File: config.mk
export PLATFORM = sky130hd
export DESIGN_NAME = battery_level_monitor
export DESIGN_NICKNAME = d
export VERILOG_FILES = /design/src/hdl/blm_pkg.sv /design/src/hdl/battery_level_monitor.sv
export SDC_FILE = /design/constraint.sdc
export NUM_CORES = 1
export LEC_CHECK = 0
export BUFFER_PORTS_ARGS = -buffer_cell sky130_fd_sc_hd__buf_2
export CORE_MARGIN = 4
export CORE_UTILIZATION = 45
export CTS_BUF_LIST = sky130_fd_sc_hd__clkbuf_8
export DETAILED_ROUTE_END_ITERATION = 7
export GPL_TIMING_DRIVEN = 0
export PLACE_DENSITY_LB_ADDON = 0.1
export SYNTH_ARGS = -nofsm -noshare
export SYNTH_HDL_FRONTEND = slang
export SYNTH_SLANG_ARGS = --single-unit
File: constraint.sdc
create_clock -name i_clk -period 15.8 [get_ports i_clk]
set_clock_uncertainty 0.05 [all_clocks]
set_input_delay 0 -clock i_clk [delete_from_list [all_inputs] [get_ports i_clk]]
set_output_delay 0 -clock i_clk [all_outputs]
set_load 0.1 [all_outputs]
File: src/hdl/blm_pkg.sv
// ----------------------------------------------------------------------------
// blm_pkg: shared types and constants of the battery level monitor
// Holds the window size, the datapath widths, the register map, the sequencer
// states and the nine-point Li-ion discharge curve.
// ----------------------------------------------------------------------------
package blm_pkg;

    // Samples summed into one averaging window.
    localparam int AdcSamples = 16;

    // Field and register widths.
    localparam int AdcW  = 12;
    localparam int CfgW  = 16;
    localparam int MvW   = 16;
    localparam int PctW  = 7;
    localparam int CntW  = 8;

    // Datapath widths: window sum, scaled product and divider dividend.
    localparam int SumW  = 20;
    localparam int ProdW = SumW + CfgW;
    localparam int DivW  = ProdW + 1;
    localparam int DcntW = $clog2(DivW);
    localparam int McntW = $clog2(CfgW);

    // Register map, by word index.
    localparam logic [1:0] RegDivNum    = 2'd0;
    localparam logic [1:0] RegDivDen    = 2'd1;
    localparam logic [1:0] RegThreshold = 2'd2;

    // Register reset values.
    localparam logic [CfgW-1:0] DivNumReset    = 16'd2;
    localparam logic [CfgW-1:0] DivDenReset    = 16'd1;
    localparam logic [CfgW-1:0] ThresholdReset = 16'd2500;

    // Discharge curve: cell millivolts against charge percent.
    localparam int CurvePoints = 9;
    localparam logic [MvW-1:0] CurveMv [CurvePoints] = '{
        16'd3300, 16'd3500, 16'd3600, 16'd3700, 16'd3800,
        16'd3900, 16'd4000, 16'd4100, 16'd4200
    };
    localparam logic [PctW-1:0] CurvePct [CurvePoints] = '{
        7'd0, 7'd5, 7'd10, 7'd25, 7'd45, 7'd65, 7'd80, 7'd90, 7'd100
    };

    // Sequencer states.
    typedef enum logic [2:0] {
        t_idle_st   = 3'd0,
        t_avg_st    = 3'd1,
        t_mul_st    = 3'd2,
        t_scale_st  = 3'd3,
        t_filt_st   = 3'd4,
        t_pct_st    = 3'd5,
        t_interp_st = 3'd6,
        t_out_st    = 3'd7
    } t_state;

endpackage

File: src/hdl/battery_level_monitor.sv
// ----------------------------------------------------------------------------
// battery_level_monitor: voltage-curve battery fuel gauge
// Averages windows of ADC millivolt samples, scales them by a resistor divider
// ratio, smooths the cell voltage and interpolates a charge percent.
// ----------------------------------------------------------------------------
// Usage:
// Samples arrive on the s_axis channel, one 12-bit millivolt reading per word.
// A sample that does not close a window is summed as it is taken and the next
// word may follow straight away. The sample that closes a window of
// AdcSamples words starts the window processing, and s_axis_tready stays low
// until it is done: with the smoothed voltage inside the curve this takes
// three passes of the bit-serial divider, a shift-add multiply and the
// filter, percent and output steps; when the battery is absent or the voltage
// is off the curve the interpolation pass is skipped. The divider and the
// multiplier retire one bit per cycle.
// The result word (smoothed millivolts, charge percent, presence flag) is held
// in an output register on m_axis. While it waits for m_axis_tready the block
// keeps accepting samples; only a further window end waits for the register
// to empty, so a stalled receiver never loses a result.
// The APB port writes and reads the divider numerator, denominator and the
// presence threshold; it must be written only while the block is idle.
// Reset restores the register defaults, clears the window, the smoothed
// voltage and the output register.
// ----------------------------------------------------------------------------
module battery_level_monitor (
    input  logic        i_clk,
    input  logic        i_rst_n,
    // Sample stream; s_axis_tdata: [11:0] adc_millivolts, [15:12] zero.
    input  logic        s_axis_tvalid,
    output logic        s_axis_tready,
    input  logic [15:0] s_axis_tdata,
    // Result stream; m_axis_tdata: [15:0] smoothed_millivolts,
    // [22:16] charge_percent, [23] present.
    output logic        m_axis_tvalid,
    input  logic        m_axis_tready,
    output logic [23:0] m_axis_tdata,
    // Configuration port.
    input  logic        psel,
    input  logic        penable,
    input  logic        pwrite,
    input  logic [3:0]  paddr,
    input  logic [31:0] pwdata,
    output logic [31:0] prdata,
    output logic        pready
);

    // Registers.
    blm_pkg::t_state                     r_state, n_state;
    logic [blm_pkg::CfgW-1:0]            r_num, r_den, r_thr;
    logic [blm_pkg::SumW-1:0]            r_sum, n_sum;
    logic [blm_pkg::CntW-1:0]            r_cnt, n_cnt;
    logic [blm_pkg::SumW-1:0]            r_avg, n_avg;
    logic [blm_pkg::ProdW-1:0]           r_prod, n_prod;
    logic [blm_pkg::McntW-1:0]           r_mcnt, n_mcnt;
    logic [blm_pkg::DivW-1:0]            r_quo, n_quo;
    logic [blm_pkg::CfgW-1:0]            r_rem, n_rem;
    logic [blm_pkg::CfgW-1:0]            r_dsr, n_dsr;
    logic [blm_pkg::DcntW-1:0]           r_dcnt, n_dcnt;
    logic [blm_pkg::MvW-1:0]             r_scaled, n_scaled;
    logic [blm_pkg::MvW-1:0]             r_filt, n_filt;
    logic                                r_seen, n_seen;
    logic [blm_pkg::PctW-1:0]            r_pct, n_pct;
    logic                                r_out_valid, n_out_valid;
    logic [23:0]                         r_out_data, n_out_data;

    // Divider step signals.
    logic [blm_pkg::CfgW:0]              rem_sh;
    logic                                div_ge;
    logic [blm_pkg::CfgW-1:0]            step_rem;
    logic [blm_pkg::DivW-1:0]            step_quo;
    logic                                div_last;

    // Multiplier step signals.
    logic [blm_pkg::SumW:0]              mul_sum;

    // Filter and curve signals.
    logic [blm_pkg::MvW+1:0]             filt_acc;
    logic [3:0]                          seg;
    logic                                seg_found;
    logic [blm_pkg::MvW-1:0]             seg_diff;
    logic [11:0]                         seg_prod;
    logic [blm_pkg::PctW-1:0]            seg_dp;

    logic                                cfg_wr;

    // Handshakes.
    assign pready        = 1'b1;
    assign cfg_wr        = psel && penable && pwrite;
    assign s_axis_tready = (r_state == blm_pkg::t_idle_st);
    assign m_axis_tvalid = r_out_valid;
    assign m_axis_tdata  = r_out_data;

    // Register read-back.
    always_comb begin
        unique case (paddr[3:2])
            blm_pkg::RegDivNum:    prdata = {16'd0, r_num};
            blm_pkg::RegDivDen:    prdata = {16'd0, r_den};
            blm_pkg::RegThreshold: prdata = {16'd0, r_thr};
            default:               prdata = 32'd0;
        endcase
    end

    // One restoring division step: one quotient bit per cycle.
    assign rem_sh   = {r_rem, r_quo[blm_pkg::DivW-1]};
    assign div_ge   = (rem_sh >= {1'b0, r_dsr});
    assign step_rem = div_ge ? blm_pkg::CfgW'(rem_sh - {1'b0, r_dsr})
                             : rem_sh[blm_pkg::CfgW-1:0];
    assign step_quo = {r_quo[blm_pkg::DivW-2:0], div_ge};
    assign div_last = (r_dcnt == blm_pkg::DcntW'(blm_pkg::DivW - 1));

    // One shift-add multiply step: one multiplier bit per cycle.
    assign mul_sum = {1'b0, r_prod[blm_pkg::ProdW-1:blm_pkg::CfgW]}
                   + (r_prod[0] ? {1'b0, r_avg} : '0);

    // Smoothing: 3*old + new + 2, divided by four later.
    assign filt_acc = ({2'b0, r_filt} << 1) + {2'b0, r_filt} + {2'b0, r_scaled} + 18'd2;

    // Curve segment: first point at or above the smoothed voltage.
    always_comb begin
        seg       = 4'd1;
        seg_found = 1'b0;
        for (int i = 1; i < blm_pkg::CurvePoints; i++) begin
            if (!seg_found && (r_filt <= blm_pkg::CurveMv[i])) begin
                seg       = 4'(i);
                seg_found = 1'b1;
            end
        end
    end

    assign seg_diff = r_filt - blm_pkg::CurveMv[seg - 4'd1];
    assign seg_dp   = blm_pkg::CurvePct[seg] - blm_pkg::CurvePct[seg - 4'd1];
    assign seg_prod = 12'(seg_diff[7:0] * seg_dp[4:0]);

    // Sequencer: next state and datapath loads.
    always_comb begin
        n_state     = r_state;
        n_sum       = r_sum;
        n_cnt       = r_cnt;
        n_avg       = r_avg;
        n_prod      = r_prod;
        n_mcnt      = r_mcnt;
        n_quo       = r_quo;
        n_rem       = r_rem;
        n_dsr       = r_dsr;
        n_dcnt      = r_dcnt;
        n_scaled    = r_scaled;
        n_filt      = r_filt;
        n_seen      = r_seen;
        n_pct       = r_pct;
        n_out_valid = r_out_valid;
        n_out_data  = r_out_data;

        // The receiver empties the output register.
        if (r_out_valid && m_axis_tready) begin
            n_out_valid = 1'b0;
        end

        unique case (r_state)
            blm_pkg::t_idle_st: begin
                if (s_axis_tvalid) begin
                    n_sum = r_sum + blm_pkg::SumW'(s_axis_tdata[blm_pkg::AdcW-1:0]);
                    if (r_cnt == blm_pkg::CntW'(blm_pkg::AdcSamples - 1)) begin
                        // Window complete: divide the sum by the window size.
                        n_quo   = blm_pkg::DivW'(n_sum);
                        n_rem   = '0;
                        n_dsr   = blm_pkg::CfgW'(blm_pkg::AdcSamples);
                        n_dcnt  = '0;
                        n_sum   = '0;
                        n_cnt   = '0;
                        n_state = blm_pkg::t_avg_st;
                    end else begin
                        n_cnt = r_cnt + 1'b1;
                    end
                end
            end
            blm_pkg::t_avg_st: begin
                n_quo  = step_quo;
                n_rem  = step_rem;
                n_dcnt = r_dcnt + 1'b1;
                if (div_last) begin
                    n_avg   = step_quo[blm_pkg::SumW-1:0];
                    n_prod  = {{blm_pkg::SumW{1'b0}}, r_num};
                    n_mcnt  = '0;
                    n_state = blm_pkg::t_mul_st;
                end
            end
            blm_pkg::t_mul_st: begin
                n_prod = {mul_sum, r_prod[blm_pkg::CfgW-1:1]};
                n_mcnt = r_mcnt + 1'b1;
                if (r_mcnt == blm_pkg::McntW'(blm_pkg::CfgW - 1)) begin
                    // Add half the denominator for rounding, then divide.
                    n_quo   = {1'b0, n_prod} + blm_pkg::DivW'(r_den[blm_pkg::CfgW-1:1]);
                    n_rem   = '0;
                    n_dsr   = r_den;
                    n_dcnt  = '0;
                    n_state = blm_pkg::t_scale_st;
                end
            end
            blm_pkg::t_scale_st: begin
                n_quo  = step_quo;
                n_rem  = step_rem;
                n_dcnt = r_dcnt + 1'b1;
                if (div_last) begin
                    // Saturate at full scale; a zero denominator lands here too.
                    if (|step_quo[blm_pkg::DivW-1:blm_pkg::MvW]) begin
                        n_scaled = '1;
                    end else begin
                        n_scaled = step_quo[blm_pkg::MvW-1:0];
                    end
                    n_state = blm_pkg::t_filt_st;
                end
            end
            blm_pkg::t_filt_st: begin
                n_seen = (r_scaled >= r_thr);
                priority if (r_scaled < r_thr) begin
                    n_filt = '0;
                end else if (r_filt == '0) begin
                    n_filt = r_scaled;
                end else begin
                    n_filt = filt_acc[blm_pkg::MvW+1:2];
                end
                n_state = blm_pkg::t_pct_st;
            end
            blm_pkg::t_pct_st: begin
                priority if (!r_seen || r_filt <= blm_pkg::CurveMv[0]) begin
                    n_pct   = '0;
                    n_state = blm_pkg::t_out_st;
                end else if (r_filt >= blm_pkg::CurveMv[blm_pkg::CurvePoints-1]) begin
                    n_pct   = blm_pkg::CurvePct[blm_pkg::CurvePoints-1];
                    n_state = blm_pkg::t_out_st;
                end else begin
                    // Interpolate inside the segment through the divider.
                    n_pct   = blm_pkg::CurvePct[seg - 4'd1];
                    n_quo   = blm_pkg::DivW'(seg_prod);
                    n_rem   = '0;
                    n_dsr   = blm_pkg::CurveMv[seg] - blm_pkg::CurveMv[seg - 4'd1];
                    n_dcnt  = '0;
                    n_state = blm_pkg::t_interp_st;
                end
            end
            blm_pkg::t_interp_st: begin
                n_quo  = step_quo;
                n_rem  = step_rem;
                n_dcnt = r_dcnt + 1'b1;
                if (div_last) begin
                    n_pct   = r_pct + step_quo[blm_pkg::PctW-1:0];
                    n_state = blm_pkg::t_out_st;
                end
            end
            blm_pkg::t_out_st: begin
                // Wait until the output register is free.
                if (!r_out_valid || m_axis_tready) begin
                    n_out_valid = 1'b1;
                    n_out_data  = {r_seen, r_pct, r_filt};
                    n_state     = blm_pkg::t_idle_st;
                end
            end
            default: begin
                n_state = blm_pkg::t_idle_st;
            end
        endcase
    end

    // Control state and configuration.
    always_ff @(posedge i_clk) begin
        if (!i_rst_n) begin
            r_state     <= blm_pkg::t_idle_st;
            r_sum       <= '0;
            r_cnt       <= '0;
            r_filt      <= '0;
            r_seen      <= 1'b0;
            r_out_valid <= 1'b0;
            r_num       <= blm_pkg::DivNumReset;
            r_den       <= blm_pkg::DivDenReset;
            r_thr       <= blm_pkg::ThresholdReset;
        end else begin
            r_state     <= n_state;
            r_sum       <= n_sum;
            r_cnt       <= n_cnt;
            r_filt      <= n_filt;
            r_seen      <= n_seen;
            r_out_valid <= n_out_valid;
            if (cfg_wr) begin
                unique case (paddr[3:2])
                    blm_pkg::RegDivNum:    r_num <= pwdata[blm_pkg::CfgW-1:0];
                    blm_pkg::RegDivDen:    r_den <= pwdata[blm_pkg::CfgW-1:0];
                    blm_pkg::RegThreshold: r_thr <= pwdata[blm_pkg::CfgW-1:0];
                    default: begin
                    end
                endcase
            end
        end
    end

    // Datapath registers.
    always_ff @(posedge i_clk) begin
        r_avg      <= n_avg;
        r_prod     <= n_prod;
        r_mcnt     <= n_mcnt;
        r_quo      <= n_quo;
        r_rem      <= n_rem;
        r_dsr      <= n_dsr;
        r_dcnt     <= n_dcnt;
        r_scaled   <= n_scaled;
        r_pct      <= n_pct;
        r_out_data <= n_out_data;
    end

endmodule

==> impl_results.md <==
* Placed Instance Area at 20510 um2
* Final hold violations at 0
* Largest cells by area after synthesis: edfxtp_1, ha_1, dfxtp_1
* Worst EP arrival at ~9.6 ns
* Hold EP: r_sum[3]
* Most common cell after layout, fill and taps aside: nand2_1
* Fmax at 107.3 MHz
* Synth Cell Area at a little under 20000 um2
* Pin count of the biggest net entering global routing at 41
* Share of layout cells above drive strength 1 at 0.09435
* Final Critical Period at 9.316 ns
* # fillers at 3978
* Commonest non-fill, non-tap cells in the layout: nand2_1, edfxtp_1, nor2_1
* Power consumption at 0.001745 W
* Post-synthesis cell type count at 90
* Utilization after layout at 0.5204
* Synth Register Bits at 279
* Sequential cell area fraction in the yosys report at 0.3843
* Die H at 214.9 um
* Async SR Flop Fraction at 0
* Vias in the first global route at 15881
* Post-synth EDFFs at 182
* Crit. End Element: register
* Final worst slack at between 6 and 7 ns
* FF+latch area at 7407 um2
* Mapped Avg Cell Area at a little over 9 um2
* Initial DRT Pass Iterations at 6
* Setup-failing EPs final at 0
* Slew @ Worst Pin at 1.105 ns
* Die Wd at 214.9 um
* Clock-pin slew on the worst setup and hold paths at around 0.07 ns
* DIE AREA at between 40000 and 50000 um2
* Crit-path max FO at 10
* Slowest-stage cell, CP: a2111oi_0
* Worst Hold Class: in2reg
* Placer Congestion at 0.9633
* Area of the multi-input gates at between 10000 and 15000 um2
* DRC viols at 0
* Initial antenna violation count at 0
* Post-CTS sizing at 0
* Num CTS Buffers at 50
* P per Cell Area at roughly 80 nW/um2
* Worst reg2reg setup slack at 6.48 ns
* Yosys top cell area share at 0.2836
* Root Driver: clkbuf_8
* Core area at 42130 um2
* Drt total wl at 57920 um
* Setup Fix Bufs, Post-CTS at 0
* Port Buffer Count at 78
* Leading area contributor after synthesis: edfxtp_1
* Pins Over Slew Limit at 0
* Startpoint Class: register
* CTS Hold Bufs at 43
* Status: completed
* Max-cap viol count at 0
* Vias at 16269
* Worst hold path depth at 5
* Critical Setup Path Class: reg2reg
* P&R area growth vs syn at 13.78%
* Clock Path Buffers at 3
* # diodes at 0
* P_leak at 9.187 nW
* Main synth FF type: edfxtp_1
* Reg2Reg Capture Point: r_quo[11]
* Top Ports at roughly 120
* Nets at ~2600
* Mapped Cells at 2122
* DPL Wire Length at 44620 um
* R2R cell count at 31
* Grt ovf at 0
* DRT iter0 DRCs at 1144
* Yosys warning count at 0
* Vias per cell at about 5.6
* RSZ-0062 raised after global routing: false
* Row count at 75
* CTS tree: built
* Initial core utilization at 0.4574
* Crit-path max cell delay at 0.68 ns
* WL per Instance at 20.03 um
* Global-route wire length before repair at 89200 um
* Pre-CTS setup slack at around 6.7 ns
* Clock sink count at 279
* Clock Latency Late Sink at 0.64 ns
* Antenna Nets Post-Route at 0
* Period utilization at 0.5896
* Required @ worst endpoint at 16.11 ns
* R2R Path Start: r_filt[5]
* Design Area, Final at 21930 um2
* HP Start: s_axis_tdata[3]
* Max IR drop VDD at around 0.000063 V
* Gr usage total at 0.2447
* H-Tree Depth at 2
* Max_slew headroom at 0.2443
* Setup_tns at 0 ns
==> power breakdown <==
| group | switching (W) | total, W | internal [W] |
|---|---|---|---|
| Combinational | 0.000156 | 0.000241 | 0.0000845 |
| Sequential | 0.0000186 | 0.000819 | 0.000801 |
| Clock | 0.000316 | 0.000684 | 0.000369 |
==> cells by family (layout without fill, tap and decap cells) <==
kind of cell,Yosys count,count (layout),synth area share
AND/OR/NAND/NOR,770,770,0.1878
AO/OA/AOI/OAI,509,509,0.1649
flip-flops,279,279,0.3843
buffers and inverters,201,417,0.04356
adder cells (fa/ha/maj),194,194,0.1408
XOR/XNOR,132,132,0.05999
multiplexers,35,35,0.01824
other,2,17,0.0003897
==> layout make-up <==
type                       count  area share
inverter                     108     0.01849
clock buffer                  55     0.03452
timing repair buffer         126     0.04080
clock inverter                35     0.01056
sequential                   279      0.3378
tap                          539     0.03076
multi-input combinational   1657      0.5073
buffer                        93     0.01980
==> per-layer routing <==
| metal | vias to the layer above | part of all wire | GRT usage |
|---|---|---|---|
| li1 | 7939 | - | - |
| met1 | 7721 | 0.45 | 0.3317 |
| met2 | 492 | 0.45 | 0.3893 |
| met3 | 117 | 0.068 | 0.05890 |
| met4 | 0 | 0.034 | 0.07629 |
| met5 | - | 0 | 0 |
==> state kept, by name (all words and copies together), names as in the netlist, 3 cells and up <==
register      flops
r_dcnt            6
r_mcnt            4
r_state           3
r_dsr            16
r_pct             7
r_den            16
m_axis_tdata     24
r_rem            16
r_thr            16
r_filt           16
r_prod           36
r_sum            20
r_avg            20
r_quo            37
r_scaled         16
r_cnt             8
r_num            16
==> worst max-delay path by stage <==
stage / startpoint / to / slack [ns] / cells past startpoint
floorplan: r_filt[3] / r_quo[10] / 8.34 / 33
global placement: r_filt[3] / r_quo[11] / 6.74 / 30
detailed placement: r_filt[3] / r_quo[11] / 6.71 / 31
CTS: r_filt[3] / r_quo[11] / 6.59 / 31
global route: r_filt[3] / r_quo[11] / 5.97 / 31
finish: r_filt[5] / r_quo[11] / 6.48 / 31
==> Yosys cell counts (all sizes together) (17+ instances only) <==
cell type,instances
edfxtp,182
o22ai,19
dfxtp,97
and3,17
nor2,181
xnor2,67
or2,19
nand2b,40
and2,35
a21o,49
clkbuf,67
xor2,65
nor3,42
nand2,309
nand3,49
nor2b,17
a21oi,171
fa,38
mux2i,34
o21ai,123
nor4,17
buf,26
ha,156
inv,107
==> metrics by stage <==
step	cells	hold slack [ns]
detailed placement	2759	0.2269
CTS	2892	0.01719
global placement	2754	0.2212
finish	2892	0.06884
global route	2892	0.08438
floorplan	2137	0.07397
==> worst max-delay path, delay by kind of cell (launching register included) <==
family	cells	cell delay, ns
AOI/OAI and AO/OA	7	2.33
xor gates and xnor gates	2	0.68
adders and majority gates	8	3.16
buffers and inverters	6	1.05
DFF	1	0.59
and+or+nand+nor	8	1.15
Note: power is estimated with default switching activity, not from simulation.
